[src/rtl/eaq_pkg.sv]
// shared constants, types and table functions for the euler angle to quaternion core
`default_nettype none

package eaq_pkg;

    // fixed field widths
    localparam int ANGLE_W = 16;
    localparam int OUT_W   = 16;
    localparam int IN_DATA_W  = 48;
    localparam int OUT_DATA_W = 64;

    // phase resolution and fraction bits of the trig values
    localparam int PHASE_BITS = 12;
    localparam int FRAC_BITS  = 15;

    localparam int QUARTER   = 1 << (PHASE_BITS - 2);
    localparam int TBL_DEPTH = QUARTER + 1;
    localparam int ADDR_W    = PHASE_BITS - 1;
    localparam int SIN_W     = FRAC_BITS + 1;
    localparam int SUM_W     = FRAC_BITS + 2;
    localparam longint AMP   = (longint'(1) <<< FRAC_BITS) - 1;

    // one full turn of the half-angle in degree units: 720 degrees times 64
    localparam int DEG_UNITS     = 64;
    localparam int HALF_TURN_DEG = 180;
    localparam int HALF_DIV      = 2;
    localparam int DEG_TURN      = HALF_TURN_DEG * HALF_DIV * HALF_DIV * DEG_UNITS;
    localparam int TURN_SHIFT    = 10;
    localparam int TURN_ODD      = DEG_TURN >> TURN_SHIFT;

    // floor division by the turn: shift by the power of two, then reciprocal multiply
    localparam int OFF_W       = ANGLE_W + 1;
    localparam int SCALED_W    = OFF_W + PHASE_BITS;
    localparam int QUOT_W      = SCALED_W - TURN_SHIFT;
    localparam int RECIP_SHIFT = QUOT_W + $clog2(TURN_ODD) + 1;
    localparam int RECIP_W     = RECIP_SHIFT - $clog2(TURN_ODD) + 1;
    localparam int PROD_W      = QUOT_W + RECIP_W;
    localparam logic [RECIP_W-1:0] RECIP_M =
        RECIP_W'(((64'd1 << RECIP_SHIFT) + 64'(TURN_ODD) - 64'd1) / 64'(TURN_ODD));
    localparam logic [OFF_W-1:0] ANGLE_OFFSET = OFF_W'(DEG_TURN);

    localparam logic [63:0] PIHALF_Q60 = 64'h1921FB54442D1846;

    localparam int NUM_STAGES = 5;

    typedef logic [FRAC_BITS-1:0] sine_tbl_t [TBL_DEPTH];

    // per-stage load enables of the pipeline
    typedef struct packed {
        logic phase;
        logic trig;
        logic pair;
        logic triple;
        logic sum;
    } stage_en_t;

    // signed value over a positive divisor, rounded toward zero, by shift and subtract
    function automatic longint div_trunc(input longint num, input longint den);
        logic [63:0] mag;
        logic [63:0] dvs;
        logic [63:0] quo;
        logic [64:0] rem;
        mag = (num < 0) ? 64'(-num) : 64'(num);
        dvs = 64'(den);
        quo = '0;
        rem = '0;
        for (int b = 63; b >= 0; b--)
        begin
            rem = {rem[63:0], mag[b]};
            if (rem >= {1'b0, dvs})
            begin
                rem = rem - {1'b0, dvs};
                quo[b] = 1'b1;
            end
        end
        return (num < 0) ? -longint'(quo) : longint'(quo);
    endfunction

    // sin(pi/2 * k / QUARTER) in Q30 by a Taylor series, evaluated at elaboration
    function automatic longint sine_q30(input int unsigned k);
        logic [63:0] xu;
        longint x;
        longint x2;
        longint sum;
        longint term;
        xu = (64'(k) * (PIHALF_Q60 >> 14) + (64'd1 << (PHASE_BITS + 13)))
             >> (PHASE_BITS + 14);
        x    = longint'(xu);
        x2   = longint'((xu * xu) >> 30);
        sum  = x;
        term = x;
        for (int n = 1; n <= 14; n++)
        begin
            term = -(term * x2) / 64'sd1073741824;
            term = div_trunc(term, longint'((2 * n) * (2 * n + 1)));
            sum  = sum + term;
        end
        if (sum < 0)
            sum = 0;
        if (sum > 64'sd1073741824)
            sum = 64'sd1073741824;
        return sum;
    endfunction

    // filled in blocks of 32 entries to keep each loop short
    function automatic sine_tbl_t build_sine_tbl();
        sine_tbl_t tbl;
        longint s;
        int k;
        for (int hi = 0; hi <= (TBL_DEPTH >> 5); hi++)
        begin
            for (int lo = 0; lo < 32; lo++)
            begin
                k = (hi << 5) + lo;
                if (k < TBL_DEPTH)
                begin
                    s = sine_q30(k);
                    tbl[k] = FRAC_BITS'((s * AMP + 64'sd536870912) >>> 30);
                end
            end
        end
        return tbl;
    endfunction

    // clamp to +-AMP and wrap into the 16-bit output field
    function automatic logic [OUT_W-1:0] sat_out(input logic signed [SUM_W-1:0] v);
        logic signed [SUM_W-1:0] amp_s;
        logic signed [SUM_W-1:0] c;
        logic signed [63:0] wide;
        amp_s = SUM_W'(AMP);
        c = v;
        if (v > amp_s)
            c = amp_s;
        if (v < -amp_s)
            c = -amp_s;
        wide = 64'(c);
        return wide[OUT_W-1:0];
    endfunction

endpackage

`default_nettype wire

[src/rtl/eaq_phase.sv]
// angle to half-angle phase: floor(a * 2^PHASE_BITS / 46080) modulo a full turn
`default_nettype none

module eaq_phase
    import eaq_pkg::*;
(
    input  wire logic                         clk,
    input  wire logic                         en,
    input  wire logic signed [ANGLE_W-1:0]    angle,
    output logic         [PHASE_BITS-1:0]     phase
);

    logic [OFF_W-1:0]      angle_off;
    logic [SCALED_W-1:0]   scaled;
    logic [QUOT_W-1:0]     quot_in;
    logic [PROD_W-1:0]     prod;
    logic [PHASE_BITS-1:0] phase_reg;
    logic [PHASE_BITS-1:0] phase_next;

    // adding one full turn keeps the dividend positive and leaves the phase unchanged
    always_comb
    begin
        angle_off  = {angle[ANGLE_W-1], angle} + ANGLE_OFFSET;
        scaled     = {angle_off, PHASE_BITS'(0)};
        quot_in    = scaled[SCALED_W-1:TURN_SHIFT];
        prod       = PROD_W'(quot_in) * PROD_W'(RECIP_M);
        phase_next = prod[RECIP_SHIFT +: PHASE_BITS];
    end

    always_ff @(posedge clk)
    begin
        if (en)
            phase_reg <= phase_next;
    end

    assign phase = phase_reg;

endmodule

`default_nettype wire

[config.mk]
export PLATFORM = sky130hd
export DESIGN_NAME = eaq_phase
export DESIGN_NICKNAME = d
export VERILOG_FILES = /design/src/rtl/eaq_pkg.sv /design/src/rtl/eaq_phase.sv
export SDC_FILE = /design/constraint.sdc
export NUM_CORES = 1
export LEC_CHECK = 0
export ABC_CLOCK_PERIOD_IN_PS = 11900
export BUFFER_PORTS_ARGS = -buffer_cell sky130_fd_sc_hd__buf_2
export CAP_MARGIN = 25
export CORE_AREA = 2 2 101 103
export DETAILED_ROUTE_END_ITERATION = 7
export DIE_AREA = 0 0 103 105
export HOLD_SLACK_MARGIN = 0.08
export PLACE_DENSITY_LB_ADDON = 0.3
export SKIP_LAST_GASP = 1
export SYNTH_ARGS = -nofsm -noshare
export SYNTH_HDL_FRONTEND = slang
export SYNTH_SLANG_ARGS = --single-unit
[constraint.sdc]
create_clock -name clk -period 11.9 [get_ports clk]
set_input_delay 2.975 -clock clk [delete_from_list [all_inputs] [get_ports clk]]
set_output_delay 2.975 -clock clk [all_outputs]
set_load 0.02 [all_outputs]
; Word-level counts from Yosys, hierarchy flattened
; Cells that the tools add are included.
[word_totals]
ff_bits = 12
input_bits = 18
output_inout_bits = 12
wordCells = 3
[classes]
n_addsub = 1
mul = 1
[op_table]
columns = cell, count
row1 = $mul 17x21->36 const B, 1
row2 = $add 17x16->17 const B, 1

; Logic depth before layout (Yosys ltp)
; Gate-level depths: netlist (run 1).
[logic_depth]
depth_word = 2
depth_mapped = 24
ltp_nobuf = 24

; Worst setup path before layout (run 1)
; No wires, ideal clock.
[synth_timing]
path_kind = input-to-reg
from = input angle[10]
to = register phase_reg[4] (netlist: phase[4]), data pin
setup_ns = 0.262
arrival_time_ns = 8.248
required_ns = 11.638
path_slack_ns = 3.390
stages = 21
path_buffers = 0
path_cell_list = ha_1 nor3_1 nor3b_1 ha_1 inv_1 fa_1 inv_1 fa_1 inv_1 fa_1 fa_1 fa_1 inv_1 ha_1 o21a_1 o21a_1 a221oi_1 o31ai_1 a21oi_1 o21bai_1 xor2_1
[synth_via]
elab_chain_cells = 2
[synth_lines]
columns = item, line
row1 = from (decl), eaq_phase.sv:9  ; input wire logic signed [ANGLE_W-1:0] angle,
row2 = $add 17x16->17, eaq_phase.sv:23  ; angle_off = {angle[ANGLE_W-1], angle} + ANGLE_OFFSET;
row3 = $mul 17x21->36, eaq_phase.sv:26  ; prod = PROD_W'(quot_in) * PROD_W'(RECIP_M);
row4 = named net prod[30], eaq_phase.sv:16  ; logic [PROD_W-1:0] prod;
row5 = to (signal assigned), eaq_phase.sv:33  ; phase_reg <= phase_next;
row6 = to (decl), eaq_phase.sv:17  ; logic [PHASE_BITS-1:0] phase_reg;
; The timed path passes the listed nets, and every way through them passes these cells.
; A chain may end at the register's enable or synchronous reset.

; Worst setup path in the final report (run 1)
[layout_timing]
from = input angle[10]
to = register phase_reg[11] (netlist: phase[11]), data pin
; The elaborated chain is that of the path after synthesis.

==> report_table.html, run 1 <==
<table>
<tr><th>Metric</th><th>Value</th></tr>
<tr><th colspan="2">Status</th></tr>
<tr><td>Status</td><td>finished clean</td></tr>
<tr><th colspan="2">Synth</th></tr>
<tr><td>Area of the mapped netlist</td><td>5640 µm²</td></tr>
<tr><td>Syn_nets</td><td>835</td></tr>
<tr><td>Share of async-settable or async-resettable flops after synthesis</td><td>0%</td></tr>
<tr><td>Number of distinct library cells after synthesis</td><td>42</td></tr>
<tr><td>Warnings from Yosys</td><td>0</td></tr>
<tr><td>Number of flip-flops and latches in the synthesized netlist</td><td>12</td></tr>
<tr><td>Synth top cells by count</td><td>184 x inv_1, 131 x ha_1, 96 x fa_1</td></tr>
<tr><td>Synth Instances</td><td>590</td></tr>
<tr><td>Top flip-flop cell by instance count after synthesis</td><td>edfxtp_1</td></tr>
<tr><td>EDFF count, synth</td><td>12</td></tr>
<tr><td>Most instantiated library cell after synthesis</td><td>inv_1</td></tr>
<tr><td>Yosys top cell area share</td><td>34.1%</td></tr>
<tr><td>Register area share after synthesis</td><td>6.39%</td></tr>
<tr><td>Cell taking the most area after synthesis</td><td>fa_1</td></tr>
<tr><td>Mean instance size in the synthesized netlist</td><td>9.56 µm²</td></tr>
<tr><td>Biggest area contributors in the synthesized netlist</td><td>fa_1 34%, ha_1 29%, inv_1 12%</td></tr>
<tr><th colspan="2">GRT</th></tr>
<tr><td>Vias in the first global route</td><td>4288</td></tr>
<tr><td>Pin count of the biggest net entering global routing</td><td>13</td></tr>
<tr><td>Global-route wire length before repair</td><td>slightly above 20000 µm</td></tr>
<tr><td>Total GRT Usage</td><td>24.5%</td></tr>
<tr><td>Initial antenna violation count</td><td>0</td></tr>
<tr><td>Total gr overflow</td><td>0</td></tr>
<tr><th colspan="2">Worst setup path</th></tr>
<tr><td>Worst path depth</td><td>21</td></tr>
<tr><td>Peak fanout along the critical path</td><td>5</td></tr>
<tr><td>Category of the worst setup path capture point</td><td>flop</td></tr>
<tr><td>Delay contributed by the slowest stage of the critical path</td><td>0.74 ns</td></tr>
<tr><td>Critical path, cell by cell</td><td>buf_2 &gt; ha_1 &gt; nor3_1 &gt; nor3b_1 &gt; ha_1 &gt; inv_1 &gt; fa_1 &gt; inv_1 &gt; fa_1 &gt; inv_1 &gt; fa_1 &gt; fa_1 &gt; fa_1 &gt; inv_1 &gt; ha_1 &gt; nand3_1 &gt; nor3_1 &gt; nand2_1 &gt; o41ai_1 &gt; a311oi_1 &gt; xnor2_1</td></tr>
<tr><td>Worst setup path endpoint</td><td>phase[11]$_DFFE_PP_</td></tr>
<tr><td>Most used cell along the critical path</td><td>fa_1</td></tr>
<tr><td>Setup CP Type</td><td>in2reg</td></tr>
<tr><td>Crit path buffers/inverters</td><td>5</td></tr>
<tr><td>Crit. Startpoint</td><td>angle[10]</td></tr>
<tr><td>CP Launch Type</td><td>input port</td></tr>
<tr><td>Top Family by Delay on Critical Path</td><td>adder cells</td></tr>
<tr><td>Data arrival time of the critical path</td><td>9.10 ns</td></tr>
<tr><td>Crit path max-delay cell type</td><td>o41ai_1</td></tr>
<tr><td>Required time of the critical path</td><td>approximately 12 ns</td></tr>
<tr><th colspan="2">Routing</th></tr>
<tr><td>Total via count after detailed routing</td><td>4068</td></tr>
<tr><td>Post-DRT Antenna Nets</td><td>0</td></tr>
<tr><td>Wire length after detailed routing</td><td>12700 µm</td></tr>
<tr><td>Via-per-instance ratio</td><td>5.41</td></tr>
<tr><td>First-pass detailed-route iteration total</td><td>4</td></tr>
<tr><td>Mean routed wirelength per cell</td><td>16.9 µm</td></tr>
<tr><td>Remaining DRCs</td><td>0</td></tr>
<tr><td>Number of design-rule violations left by the first detailed-router iteration</td><td>between 150 and 200</td></tr>
<tr><th colspan="2">Finish</th></tr>
<tr><td>Diode count</td><td>0</td></tr>
<tr><td>Fill cell instance count of the final layout</td><td>836</td></tr>
<tr><td>Proportion of layout cells with a drive suffix above 1</td><td>under 10%</td></tr>
<tr><td>Final Net Count</td><td>866</td></tr>
<tr><td>Post-synthesis to final-layout area growth</td><td>6.06%</td></tr>
<tr><td>Flip-flop count of the largest register, all copies and words added</td><td>12</td></tr>
<tr><th colspan="2">Timing</th></tr>
<tr><td>Setup repair after global routing missed its margin</td><td>no</td></tr>
<tr><td>Slew at the pin with the worst max-slew slack</td><td>0.768 ns</td></tr>
<tr><td>Max-Slew Margin vs Limit</td><td>around 48%</td></tr>
<tr><td>Fmax achieved</td><td>110 MHz</td></tr>
<tr><td>Count of final setup violators</td><td>0</td></tr>
<tr><td>Share of the cycle needed by the critical path after routing</td><td>76.7%</td></tr>
<tr><td>Fin. Hold Viols</td><td>0</td></tr>
<tr><td>Min Tclk post-route</td><td>9.12 ns</td></tr>
<tr><td>Max-slew violation count</td><td>0</td></tr>
<tr><td>Total negative setup slack</td><td>0 ns</td></tr>
<tr><th colspan="2">CTS</th></tr>
<tr><td>Root buffer selected by CTS</td><td>clkbuf_8</td></tr>
<tr><td>Max clock buf depth</td><td>2</td></tr>
<tr><td>CTS tree</td><td>built</td></tr>
<tr><td>Setup bufs post-CTS</td><td>0</td></tr>
<tr><td>Number of clock sinks</td><td>12</td></tr>
<tr><td>Cts bufs inserted</td><td>3</td></tr>
<tr><td>Clk slew on worst S/H paths</td><td>0.05 ns</td></tr>
<tr><td>Post-CTS Resized</td><td>0</td></tr>
<tr><td>Deepest level of the CTS H-tree</td><td>1</td></tr>
<tr><td>Number of buffers inserted for hold repair after clock tree synthesis</td><td>0</td></tr>
<tr><th colspan="2">Job</th></tr>
<tr><td>Number of max-capacitance violations reported</td><td>0</td></tr>
<tr><th colspan="2">Placement</th></tr>
<tr><td>Count of buffers inserted at the top-level ports</td><td>29</td></tr>
<tr><td>Routability-driven placement congestion ratio</td><td>about 0.90</td></tr>
<tr><td>HPWL reported at the end of detailed placement</td><td>12000 µm</td></tr>
<tr><th colspan="2">Die</th></tr>
<tr><td>Core Region</td><td>9640 µm²</td></tr>
<tr><td>Vertical extent of the die</td><td>~110 µm</td></tr>
<tr><td>Horiz. Die Dim</td><td>103 µm</td></tr>
<tr><td>Effective utilization at floorplan</td><td>58.5%</td></tr>
<tr><td>Total I/O pin count</td><td>30</td></tr>
<tr><td>Cell row count</td><td>36</td></tr>
<tr><td>Floorplan die area</td><td>10800 µm²</td></tr>
<tr><th colspan="2">Min path</th></tr>
<tr><td>Tightest Hold Check Type</td><td>in2reg</td></tr>
</table>
==> placed cells by master, fill, tap and decap left out, types with 2 or more instances in the layout <==
cell / Yosys / routed
and2_1: 3 / 3
nand2_1: 23 / 23
buf_2: 0 / 29
ha_1: 131 / 131
and3_1: 5 / 5
o21ai_0: 18 / 18
a211oi_1: 4 / 4
edfxtp_1: 12 / 12
nor2_1: 11 / 11
a21o_1: 7 / 7
inv_1: 184 / 184
a21oi_1: 24 / 24
a211o_1: 2 / 2
a31oi_1: 4 / 4
o21a_1: 5 / 5
o31ai_1: 2 / 2
o211ai_1: 2 / 2
xor2_1: 9 / 9
nand4_1: 4 / 4
a221oi_1: 2 / 2
nand3_1: 5 / 5
fa_1: 96 / 96
clkbuf_8: 0 / 3
xnor2_1: 11 / 11
nor3_1: 3 / 3
o21bai_1: 2 / 2
nor2b_1: 2 / 2
==> how the worst min path moves through the flow <==
stage | depth (start not counted) | startpoint | slack [ns] | endpoint
after floorplan | 0 | en | 3.09 | phase[0]$_DFFE_PP_
after global placement | 1 | en | 3.36 | phase[8]$_DFFE_PP_
after detailed placement | 1 | en | 3.37 | phase[10]$_DFFE_PP_
after CTS | 1 | en | 3.13 | phase[7]$_DFFE_PP_
after global routing | 1 | en | 3.13 | phase[7]$_DFFE_PP_
final | 1 | en | 3.13 | phase[7]$_DFFE_PP_
==> final cells by class <==
type,instances,area (µm²),area share [%]
multi-input cells,391,4580,76.5
inverters,184,691,11.5
flip-flops and latches,12,360,6.03
well taps,133,166,2.78
repair buffers,29,145,2.43
clock buffers,3,41.3,0.690
==> through the flow <==
stage | setup WS [ns] | hold WS (ns) | cells | util (%) | cell area (µm²)
floorplan | 3.39 | 3.09 | 590 | - | 5640
global placement | 2.81 | 3.36 | 749 | 61.6 | 5940
detailed placement | 2.61 | 3.37 | 749 | 61.6 | 5940
CTS | 2.84 | 3.13 | 752 | 62.0 | 5980
global route | 2.46 | 3.13 | 752 | 62.0 | 5980
finish | 2.78 | 3.13 | 752 | 62.0 | 5980
==> logic make-up after synthesis <==
family | after synthesis | share of synthesized area, %
AOI/OAI and AO/OA | 81 | 9.23
xor gates and xnor gates | 20 | 3.11
adders and majority gates | 227 | 63.1
buffers and inverters | 187 | 12.4
DFF | 12 | 6.39
muxes | 2 | 0.377
and+or+nand+nor | 61 | 5.30
==> per-layer routing <==
layer	global-route usage (%)	vias up	routed length, µm
li1	-	1936	-
met1	32.2	2018	5250
met2	43.2	99	6620
met3	2.88	15	531
met4	5.08	0	307
met5	0	-	0
Power of run 1 is left out: the tool's default activity adds up to more than one toggle a clock period on the data nets, which glitch-free logic cannot reach.
==> run 2: changes to the inputs <==
--- a/config.mk
+++ b/config.mk
@@ -5,12 +5,13 @@
 export SDC_FILE = /design/constraint.sdc
 export NUM_CORES = 1
 export LEC_CHECK = 0
-export ABC_CLOCK_PERIOD_IN_PS = 11900
+export ABC_AREA = 1
+export ABC_CLOCK_PERIOD_IN_PS = 8420
 export BUFFER_PORTS_ARGS = -buffer_cell sky130_fd_sc_hd__buf_2
 export CAP_MARGIN = 25
-export CORE_AREA = 2 2 101 103
+export CORE_AREA = 2 2 107 109
 export DETAILED_ROUTE_END_ITERATION = 7
-export DIE_AREA = 0 0 103 105
+export DIE_AREA = 0 0 109 111
 export HOLD_SLACK_MARGIN = 0.08
 export PLACE_DENSITY_LB_ADDON = 0.3
 export SKIP_LAST_GASP = 1
==> constraint.sdc (replaced) <==
create_clock -name clk -period 8.42 [get_ports clk]
set_input_delay 2.105 -clock clk [delete_from_list [all_inputs] [get_ports clk]]
set_output_delay 2.105 -clock clk [all_outputs]
set_load 0.02 [all_outputs]
==> run 2 against run 1 <==
Flip-flop and latch count stayed put. Critical path depth is 2 higher. Synthesized area is 12% higher. Via count is 20% higher. Setup slack worse by 1.8 ns. Sequential share of layout area is 0.65 points lower. Global-route usage is 3.2 points higher. Clock-buffer cell count stayed put. Core utilization is 1.5 points lower. Synthesized cell count is 39% higher. Cell area is 12% higher. Hold slack worse by 0.87 ns.
==> report_table.html, run 2 <==
<table>
<tr><th>Metric</th><th>Value</th></tr>
<tr><th colspan="2">Routing</th></tr>
<tr><td>Mean routed wirelength per cell</td><td>14.9 µm</td></tr>
<tr><td>Remaining DRCs</td><td>0</td></tr>
<tr><td>Total via count after detailed routing</td><td>around 5000</td></tr>
<tr><td>Number of design-rule violations left by the first detailed-router iteration</td><td>212</td></tr>
<tr><td>Via-per-instance ratio</td><td>4.88</td></tr>
<tr><td>First-pass detailed-route iteration total</td><td>5</td></tr>
<tr><td>Post-DRT Antenna Nets</td><td>0</td></tr>
<tr><td>Wire length after detailed routing</td><td>14900 µm</td></tr>
<tr><th colspan="2">CTS</th></tr>
<tr><td>Clk slew on worst S/H paths</td><td>approximately 0.040 ns</td></tr>
<tr><td>Setup bufs post-CTS</td><td>0</td></tr>
<tr><td>Number of clock sinks</td><td>12</td></tr>
<tr><td>Max clock buf depth</td><td>2</td></tr>
<tr><td>Cts bufs inserted</td><td>3</td></tr>
<tr><td>Deepest level of the CTS H-tree</td><td>1</td></tr>
<tr><td>CTS tree</td><td>built</td></tr>
<tr><td>Post-CTS Resized</td><td>0</td></tr>
<tr><td>Root buffer selected by CTS</td><td>clkbuf_16</td></tr>
<tr><td>Number of buffers inserted for hold repair after clock tree synthesis</td><td>0</td></tr>
<tr><th colspan="2">Placement</th></tr>
<tr><td>Count of buffers inserted at the top-level ports</td><td>29</td></tr>
<tr><td>Routability-driven placement congestion ratio</td><td>0.935</td></tr>
<tr><td>HPWL reported at the end of detailed placement</td><td>13800 µm</td></tr>
<tr><th colspan="2">Timing</th></tr>
<tr><td>Max-Slew Margin vs Limit</td><td>between 70% and 80%</td></tr>
<tr><td>Min Tclk post-route</td><td>approximately 7.5 ns</td></tr>
<tr><td>Total negative setup slack</td><td>0 ns</td></tr>
<tr><td>Setup repair after global routing missed its margin</td><td>no</td></tr>
<tr><td>Max-slew violation count</td><td>0</td></tr>
<tr><td>Share of the cycle needed by the critical path after routing</td><td>88.8%</td></tr>
<tr><td>Fin. Hold Viols</td><td>0</td></tr>
<tr><td>Fmax achieved</td><td>around 130 MHz</td></tr>
<tr><td>Slew at the pin with the worst max-slew slack</td><td>0.365 ns</td></tr>
<tr><td>Count of final setup violators</td><td>0</td></tr>
<tr><th colspan="2">Min path</th></tr>
<tr><td>Worst hold endpoint</td><td>phase[3]$_DFFE_PP_</td></tr>
<tr><td>Hold wc startpoint</td><td>en</td></tr>
<tr><td>Tightest Hold Check Type</td><td>in2reg</td></tr>
<tr><td>Worst hold path depth</td><td>1</td></tr>
<tr><th colspan="2">Synth</th></tr>
<tr><td>Mean instance size in the synthesized netlist</td><td>7.67 µm²</td></tr>
<tr><td>Most instantiated library cell after synthesis</td><td>inv_1</td></tr>
<tr><td>Area of the mapped netlist</td><td>6310 µm²</td></tr>
<tr><td>Main combinational cell family by area after synthesis</td><td>adder cells</td></tr>
<tr><td>Cell taking the most area after synthesis</td><td>fa_1</td></tr>
<tr><td>Warnings from Yosys</td><td>0</td></tr>
<tr><td>Biggest area contributors in the synthesized netlist</td><td>fa_1 30%, ha_1 26%, inv_1 16%</td></tr>
<tr><td>Adder and majority gate portion of the synthesized area</td><td>about 56%</td></tr>
<tr><td>EDFF count, synth</td><td>12</td></tr>
<tr><td>Syn_nets</td><td>1067</td></tr>
<tr><td>Number of distinct library cells after synthesis</td><td>24</td></tr>
<tr><td>Top flip-flop cell by instance count after synthesis</td><td>edfxtp_1</td></tr>
<tr><td>Register area share after synthesis</td><td>5.71%</td></tr>
<tr><td>Share of synthesized area spent on multiplexers</td><td>0%</td></tr>
<tr><td>Simple-gate portion of the synthesized area</td><td>around 17%</td></tr>
<tr><td>Xor/xnor cell area share of the yosys netlist</td><td>1.37%</td></tr>
<tr><td>Post-synthesis compound-gate area fraction</td><td>4.29%</td></tr>
<tr><td>Yosys top cell area share</td><td>30.5%</td></tr>
<tr><td>Number of flip-flops and latches in the synthesized netlist</td><td>12</td></tr>
<tr><td>Synth top cells by count</td><td>261 x inv_1, 176 x nand2_1, 131 x ha_1</td></tr>
<tr><td>Share of async-settable or async-resettable flops after synthesis</td><td>0%</td></tr>
<tr><td>Synth Instances</td><td>just over 800</td></tr>
<tr><th colspan="2">Worst setup path</th></tr>
<tr><td>Required time of the critical path</td><td>about 8.4 ns</td></tr>
<tr><td>Category of the worst setup path capture point</td><td>flop</td></tr>
<tr><td>Setup CP Type</td><td>in2reg</td></tr>
<tr><td>Data arrival time of the critical path</td><td>7.47 ns</td></tr>
<tr><td>CP Launch Type</td><td>input port</td></tr>
<tr><td>Peak fanout along the critical path</td><td>5</td></tr>
<tr><th colspan="2">Finish</th></tr>
<tr><td>Flip-flop count of the largest register, all copies and words added</td><td>12</td></tr>
<tr><td>Leading cell type in the layout, fill and taps excluded</td><td>inv_1</td></tr>
<tr><td>Multi-input combinational cell area</td><td>4960 µm²</td></tr>
<tr><td>Proportion of layout cells with a drive suffix above 1</td><td>about 4.7%</td></tr>
<tr><td>Commonest cells after routing, fill and taps aside</td><td>261 x inv_1, 176 x nand2_1, 131 x ha_1</td></tr>
<tr><td>Fill cell instance count of the final layout</td><td>roughly 1000</td></tr>
<tr><td>Post-synthesis to final-layout area growth</td><td>6.39%</td></tr>
<tr><td>Diode count</td><td>0</td></tr>
<tr><td>Seq. cell area</td><td>approximately 360 µm²</td></tr>
<tr><td>Final Net Count</td><td>approximately 1100</td></tr>
<tr><th colspan="2">GRT</th></tr>
<tr><td>Pin count of the biggest net entering global routing</td><td>13</td></tr>
<tr><td>Vias in the first global route</td><td>about 5300</td></tr>
<tr><td>Total GRT Usage</td><td>27.7%</td></tr>
<tr><td>Met2 track demand over resource</td><td>46.0%</td></tr>
<tr><td>Met3 track demand over resource</td><td>1.59%</td></tr>
<tr><td>Initial antenna violation count</td><td>0</td></tr>
<tr><td>GRT met1 Usage</td><td>39.1%</td></tr>
<tr><td>Total gr overflow</td><td>0</td></tr>
<tr><td>Layer carrying the most global-route usage</td><td>met2</td></tr>
<tr><td>Global-route wire length before repair</td><td>25600 µm</td></tr>
<tr><th colspan="2">Die</th></tr>
<tr><td>Cell row count</td><td>39</td></tr>
<tr><td>Floorplan die area</td><td>12100 µm²</td></tr>
<tr><td>Vertical extent of the die</td><td>between 100 and 150 µm</td></tr>
<tr><td>Effective utilization at floorplan</td><td>56.9%</td></tr>
<tr><td>Horiz. Die Dim</td><td>109 µm</td></tr>
<tr><td>Core Region</td><td>11100 µm²</td></tr>
<tr><td>Total I/O pin count</td><td>30</td></tr>
<tr><th colspan="2">Status</th></tr>
<tr><td>Status</td><td>finished clean</td></tr>
<tr><th colspan="2">Job</th></tr>
<tr><td>Number of max-capacitance violations reported</td><td>0</td></tr>
</table>
run 2: cell count changes after synthesis, moves of 6 or more:
cell / delta
a21o_1: -6
a21oi_1: +10
inv_1: +77
nand2_1: +153
nand3_1: +18
nor2_1: +35
xnor2_1: -6
xor2_1: -6
run 2: cell families after synthesis:
family	after synthesis
compound gates	52
xor+xnor	9
fa+ha+maj	227
buf+inv	262
flops	12
simple gates	260
run 2: through the flow:
stage | hold slack, ns | instance area (µm²) | instances | util, % | worst slack [ns]
after global routing | 2.27 | 6710 | 998 | 60.6 | 0.589
final | 2.26 | 6710 | 998 | 60.6 | 0.941
after CTS | 2.27 | 6710 | 998 | 60.6 | 0.959
after detailed placement | 2.52 | 6630 | 994 | 59.9 | 0.744
after global placement | 2.51 | 6630 | 994 | 59.9 | 0.747
after floorplan | 2.22 | 6310 | 822 | - | 1.36
run 2: final cells by class:
type | count | area share [%]
well taps | 143 | 2.67
repair buffers | 29 | 2.16
multi-input cells | 548 | 74.0
inverters | 262 | 14.7
flip-flops and latches | 12 | 5.37
clock inverters | 1 | 0.0559
clock buffers | 3 | 1.12
run 2: worst max-delay path by stage:
stage / start / end / slack [ns] / cells past startpoint
after detailed placement: angle[10] / phase[8]$_DFFE_PP_ / 0.74 / 23
after global placement: angle[10] / phase[8]$_DFFE_PP_ / 0.75 / 23
after CTS: angle[10] / phase[8]$_DFFE_PP_ / 0.96 / 23
final: angle[10] / phase[8]$_DFFE_PP_ / 0.94 / 23
after global routing: angle[10] / phase[8]$_DFFE_PP_ / 0.59 / 23
after floorplan: angle[10] / phase[10]$_DFFE_PP_ / 1.36 / 23
run 2: critical path, cell delays in order:
cell	delay [ns]
buf_2	0.13
ha_1	0.22
nor2_1	0.10
nand2_1	0.08
xor2_1	0.32
ha_1	0.31
inv_1	0.08
fa_1	0.56
inv_1	0.07
fa_1	0.58
inv_1	0.07
fa_1	0.51
fa_1	0.53
fa_1	0.55
inv_1	0.04
ha_1	0.30
nand2_1	0.10
nor2_1	0.17
inv_1	0.07
o21ai_0	0.26
a21oi_1	0.16
nand3_1	0.11
nand2_1	0.05
run 2: per-layer routing:
| metal | vias up | wire (µm) |
|---|---|---|
| li1 | 2503 | - |
| met1 | 2248 | 6860 |
| met2 | 92 | 7120 |
| met3 | 29 | 436 |
| met4 | 0 | 482 |
| met5 | - | 0 |
Power of run 2 is left out for the same reason.
==> run 3: changes to the inputs <==
--- a/config.mk
+++ b/config.mk
@@ -7,13 +7,13 @@
 export LEC_CHECK = 0
 export ABC_AREA = 1
 export ABC_CLOCK_PERIOD_IN_PS = 8420
-export BUFFER_PORTS_ARGS = -buffer_cell sky130_fd_sc_hd__buf_2
+export BUFFER_PORTS_ARGS = -buffer_cell sky130_fd_sc_hd__clkbuf_2
 export CAP_MARGIN = 25
 export CORE_AREA = 2 2 107 109
 export DETAILED_ROUTE_END_ITERATION = 7
 export DIE_AREA = 0 0 109 111
 export HOLD_SLACK_MARGIN = 0.08
-export PLACE_DENSITY_LB_ADDON = 0.3
+export PLACE_DENSITY = 0.74
 export SKIP_LAST_GASP = 1
 export SYNTH_ARGS = -nofsm -noshare
 export SYNTH_HDL_FRONTEND = slang
==> run 3 against run 2 <==
Cell area is the same. Fmax fell by 0.73%. Flip-flop and latch count is the same. Critical path depth up 1. Die area did not move. Hold slack better by 0.058 ns. Non-clock buffer count stayed put. Wire length is 0.55% lower. First-iteration DRC count decreased by 1.4%. Critical path type unchanged.
==> report_table.html, run 3 (same netlist as run 2, synthesis figures left out) <==
<table>
<tr><th>Metric</th><th>Value</th></tr>
<tr><th colspan="2">Placement</th></tr>
<tr><td>Count of buffers inserted at the top-level ports</td><td>29</td></tr>
<tr><td>HPWL reported at the end of detailed placement</td><td>13800 µm</td></tr>
<tr><td>Pre-CTS worst setup slack</td><td>0.667 ns</td></tr>
<tr><td>Routability-driven placement congestion ratio</td><td>about 0.92</td></tr>
<tr><th colspan="2">Worst setup path</th></tr>
<tr><td>Peak fanout along the critical path</td><td>5</td></tr>
<tr><td>Category of the worst setup path capture point</td><td>flop</td></tr>
<tr><td>Crit path buffers/inverters</td><td>6</td></tr>
<tr><td>Top Family by Delay on Critical Path</td><td>adder cells</td></tr>
<tr><td>Setup CP Type</td><td>in2reg</td></tr>
<tr><td>Delay contributed by the slowest stage of the critical path</td><td>approximately 0.59 ns</td></tr>
<tr><td>Data arrival time of the critical path</td><td>between 7 and 8 ns</td></tr>
<tr><td>Crit path max-delay cell type</td><td>fa_1</td></tr>
<tr><td>Critical path, cell by cell</td><td>clkbuf_2 &gt; ha_1 &gt; nor2_1 &gt; nand2_1 &gt; xor2_1 &gt; ha_1 &gt; inv_1 &gt; fa_1 &gt; inv_1 &gt; fa_1 &gt; inv_1 &gt; fa_1 &gt; fa_1 &gt; fa_1 &gt; inv_1 &gt; ha_1 &gt; nand2_1 &gt; inv_1 &gt; a21oi_1 &gt; o21bai_1 &gt; a21oi_1 &gt; nand2_1 &gt; nand2_1 &gt; nand2_1</td></tr>
<tr><td>Crit. Startpoint</td><td>angle[10]</td></tr>
<tr><td>CP Launch Type</td><td>input port</td></tr>
<tr><td>Required time of the critical path</td><td>8.41 ns</td></tr>
<tr><th colspan="2">Routing</th></tr>
<tr><td>Number of design-rule violations left by the first detailed-router iteration</td><td>209</td></tr>
<tr><td>Remaining DRCs</td><td>0</td></tr>
<tr><td>Wire length after detailed routing</td><td>around 15000 µm</td></tr>
<tr><td>First-pass detailed-route iteration total</td><td>5</td></tr>
<tr><td>Post-DRT Antenna Nets</td><td>0</td></tr>
<tr><td>Mean routed wirelength per cell</td><td>14.8 µm</td></tr>
<tr><td>Via-per-instance ratio</td><td>4.98</td></tr>
<tr><td>Total via count after detailed routing</td><td>about 5000</td></tr>
<tr><th colspan="2">Finish</th></tr>
<tr><td>Flip-flop count of the largest register, all copies and words added</td><td>12</td></tr>
<tr><td>Diode count</td><td>0</td></tr>
<tr><td>Post-synthesis to final-layout area growth</td><td>6.39%</td></tr>
<tr><td>Final Net Count</td><td>1101</td></tr>
<tr><td>Leading cell type in the layout, fill and taps excluded</td><td>inv_1</td></tr>
<tr><td>Fill cell instance count of the final layout</td><td>984</td></tr>
<tr><td>Proportion of layout cells with a drive suffix above 1</td><td>around 4.7%</td></tr>
<tr><td>Commonest cells after routing, fill and taps aside</td><td>261 x inv_1, 176 x nand2_1, 131 x ha_1</td></tr>
<tr><th colspan="2">Die</th></tr>
<tr><td>Floorplan die area</td><td>12100 µm²</td></tr>
<tr><td>Horiz. Die Dim</td><td>~110 µm</td></tr>
<tr><td>Total I/O pin count</td><td>30</td></tr>
<tr><td>Vertical extent of the die</td><td>111 µm</td></tr>
<tr><td>Core Region</td><td>roughly 11000 µm²</td></tr>
<tr><td>Effective utilization at floorplan</td><td>56.9%</td></tr>
<tr><td>Cell row count</td><td>39</td></tr>
<tr><th colspan="2">Min path</th></tr>
<tr><td>Tightest Hold Check Type</td><td>in2reg</td></tr>
<tr><td>Worst hold endpoint</td><td>phase[3]$_DFFE_PP_</td></tr>
<tr><td>Worst hold path depth</td><td>1</td></tr>
<tr><td>Hold wc startpoint</td><td>en</td></tr>
<tr><th colspan="2">Timing</th></tr>
<tr><td>Share of the cycle needed by the critical path after routing</td><td>around 90%</td></tr>
<tr><td>Final WS setup</td><td>a little under 0.9 ns</td></tr>
<tr><td>Max-Slew Margin vs Limit</td><td>73.1%</td></tr>
<tr><td>Total negative setup slack</td><td>0 ns</td></tr>
<tr><td>Min Tclk post-route</td><td>7.53 ns</td></tr>
<tr><td>Fmax achieved</td><td>133 MHz</td></tr>
<tr><td>Fin. Hold Viols</td><td>0</td></tr>
<tr><td>Count of final setup violators</td><td>0</td></tr>
<tr><td>Setup repair after global routing missed its margin</td><td>no</td></tr>
<tr><td>Max-slew violation count</td><td>0</td></tr>
<tr><td>Slew at the pin with the worst max-slew slack</td><td>around 0.40 ns</td></tr>
<tr><th colspan="2">CTS</th></tr>
<tr><td>Max clock buf depth</td><td>2</td></tr>
<tr><td>Number of buffers inserted for hold repair after clock tree synthesis</td><td>0</td></tr>
<tr><td>Root buffer selected by CTS</td><td>clkbuf_16</td></tr>
<tr><td>Deepest level of the CTS H-tree</td><td>1</td></tr>
<tr><td>Cts bufs inserted</td><td>3</td></tr>
<tr><td>Number of clock sinks</td><td>12</td></tr>
<tr><td>Clk slew on worst S/H paths</td><td>about 0.04 ns</td></tr>
<tr><td>CTS tree</td><td>built</td></tr>
<tr><td>Setup bufs post-CTS</td><td>0</td></tr>
<tr><td>Post-CTS Resized</td><td>0</td></tr>
<tr><th colspan="2">GRT</th></tr>
<tr><td>Vias in the first global route</td><td>5290</td></tr>
<tr><td>Total GRT Usage</td><td>27.1%</td></tr>
<tr><td>Total gr overflow</td><td>0</td></tr>
<tr><td>Pin count of the biggest net entering global routing</td><td>13</td></tr>
<tr><td>Global-route wire length before repair</td><td>25200 µm</td></tr>
<tr><td>Initial antenna violation count</td><td>0</td></tr>
<tr><th colspan="2">Job</th></tr>
<tr><td>Number of max-capacitance violations reported</td><td>0</td></tr>
<tr><th colspan="2">Status</th></tr>
<tr><td>Status</td><td>finished clean</td></tr>
</table>
==> run 3: metal layers <==
metal	share of wire [%]	GRT usage, %	up-vias
li1	-	-	2510
met2	49	46.3	103
met4	2.9	7.09	0
met5	0	0	-
met3	3.5	1.82	27
met1	45	37.0	2331
==> run 3: worst max path at each step <==
stage,end,slack [ns],cells past startpoint
2_1_floorplan,phase[10]$_DFFE_PP_,1.36,23
3_3_place_gp,phase[10]$_DFFE_PP_,0.72,24
3_5_place_dp,phase[10]$_DFFE_PP_,0.67,24
4_1_cts,phase[10]$_DFFE_PP_,0.90,24
5_1_grt,phase[10]$_DFFE_PP_,0.54,24
6_report,phase[10]$_DFFE_PP_,0.89,24
==> run 3: stage by stage <==
step           utilization [%]  cell area (µm²)  std cells  hold WS, ns
2_1_floorplan                -             6310        822         2.22
3_3_place_gp              59.9             6630        994         2.56
3_5_place_dp              59.9             6630        994         2.56
4_1_cts                   60.6             6710        998         2.33
5_1_grt                   60.6             6710        998         2.34
6_report                  60.6             6710        998         2.32
==> run 3: cell type report <==
cell class              instances  area, µm²  area share [%]
repair buffers                 29        145            2.16
multi-input cells             548       4960            74.0
clock inverters                 1       3.75          0.0559
flip-flops and latches         12        360            5.37
clock buffers                   3       75.1            1.12
inverters                     262        983            14.7
well taps                     143        179            2.67
Power of run 3 is left out for the same reason.
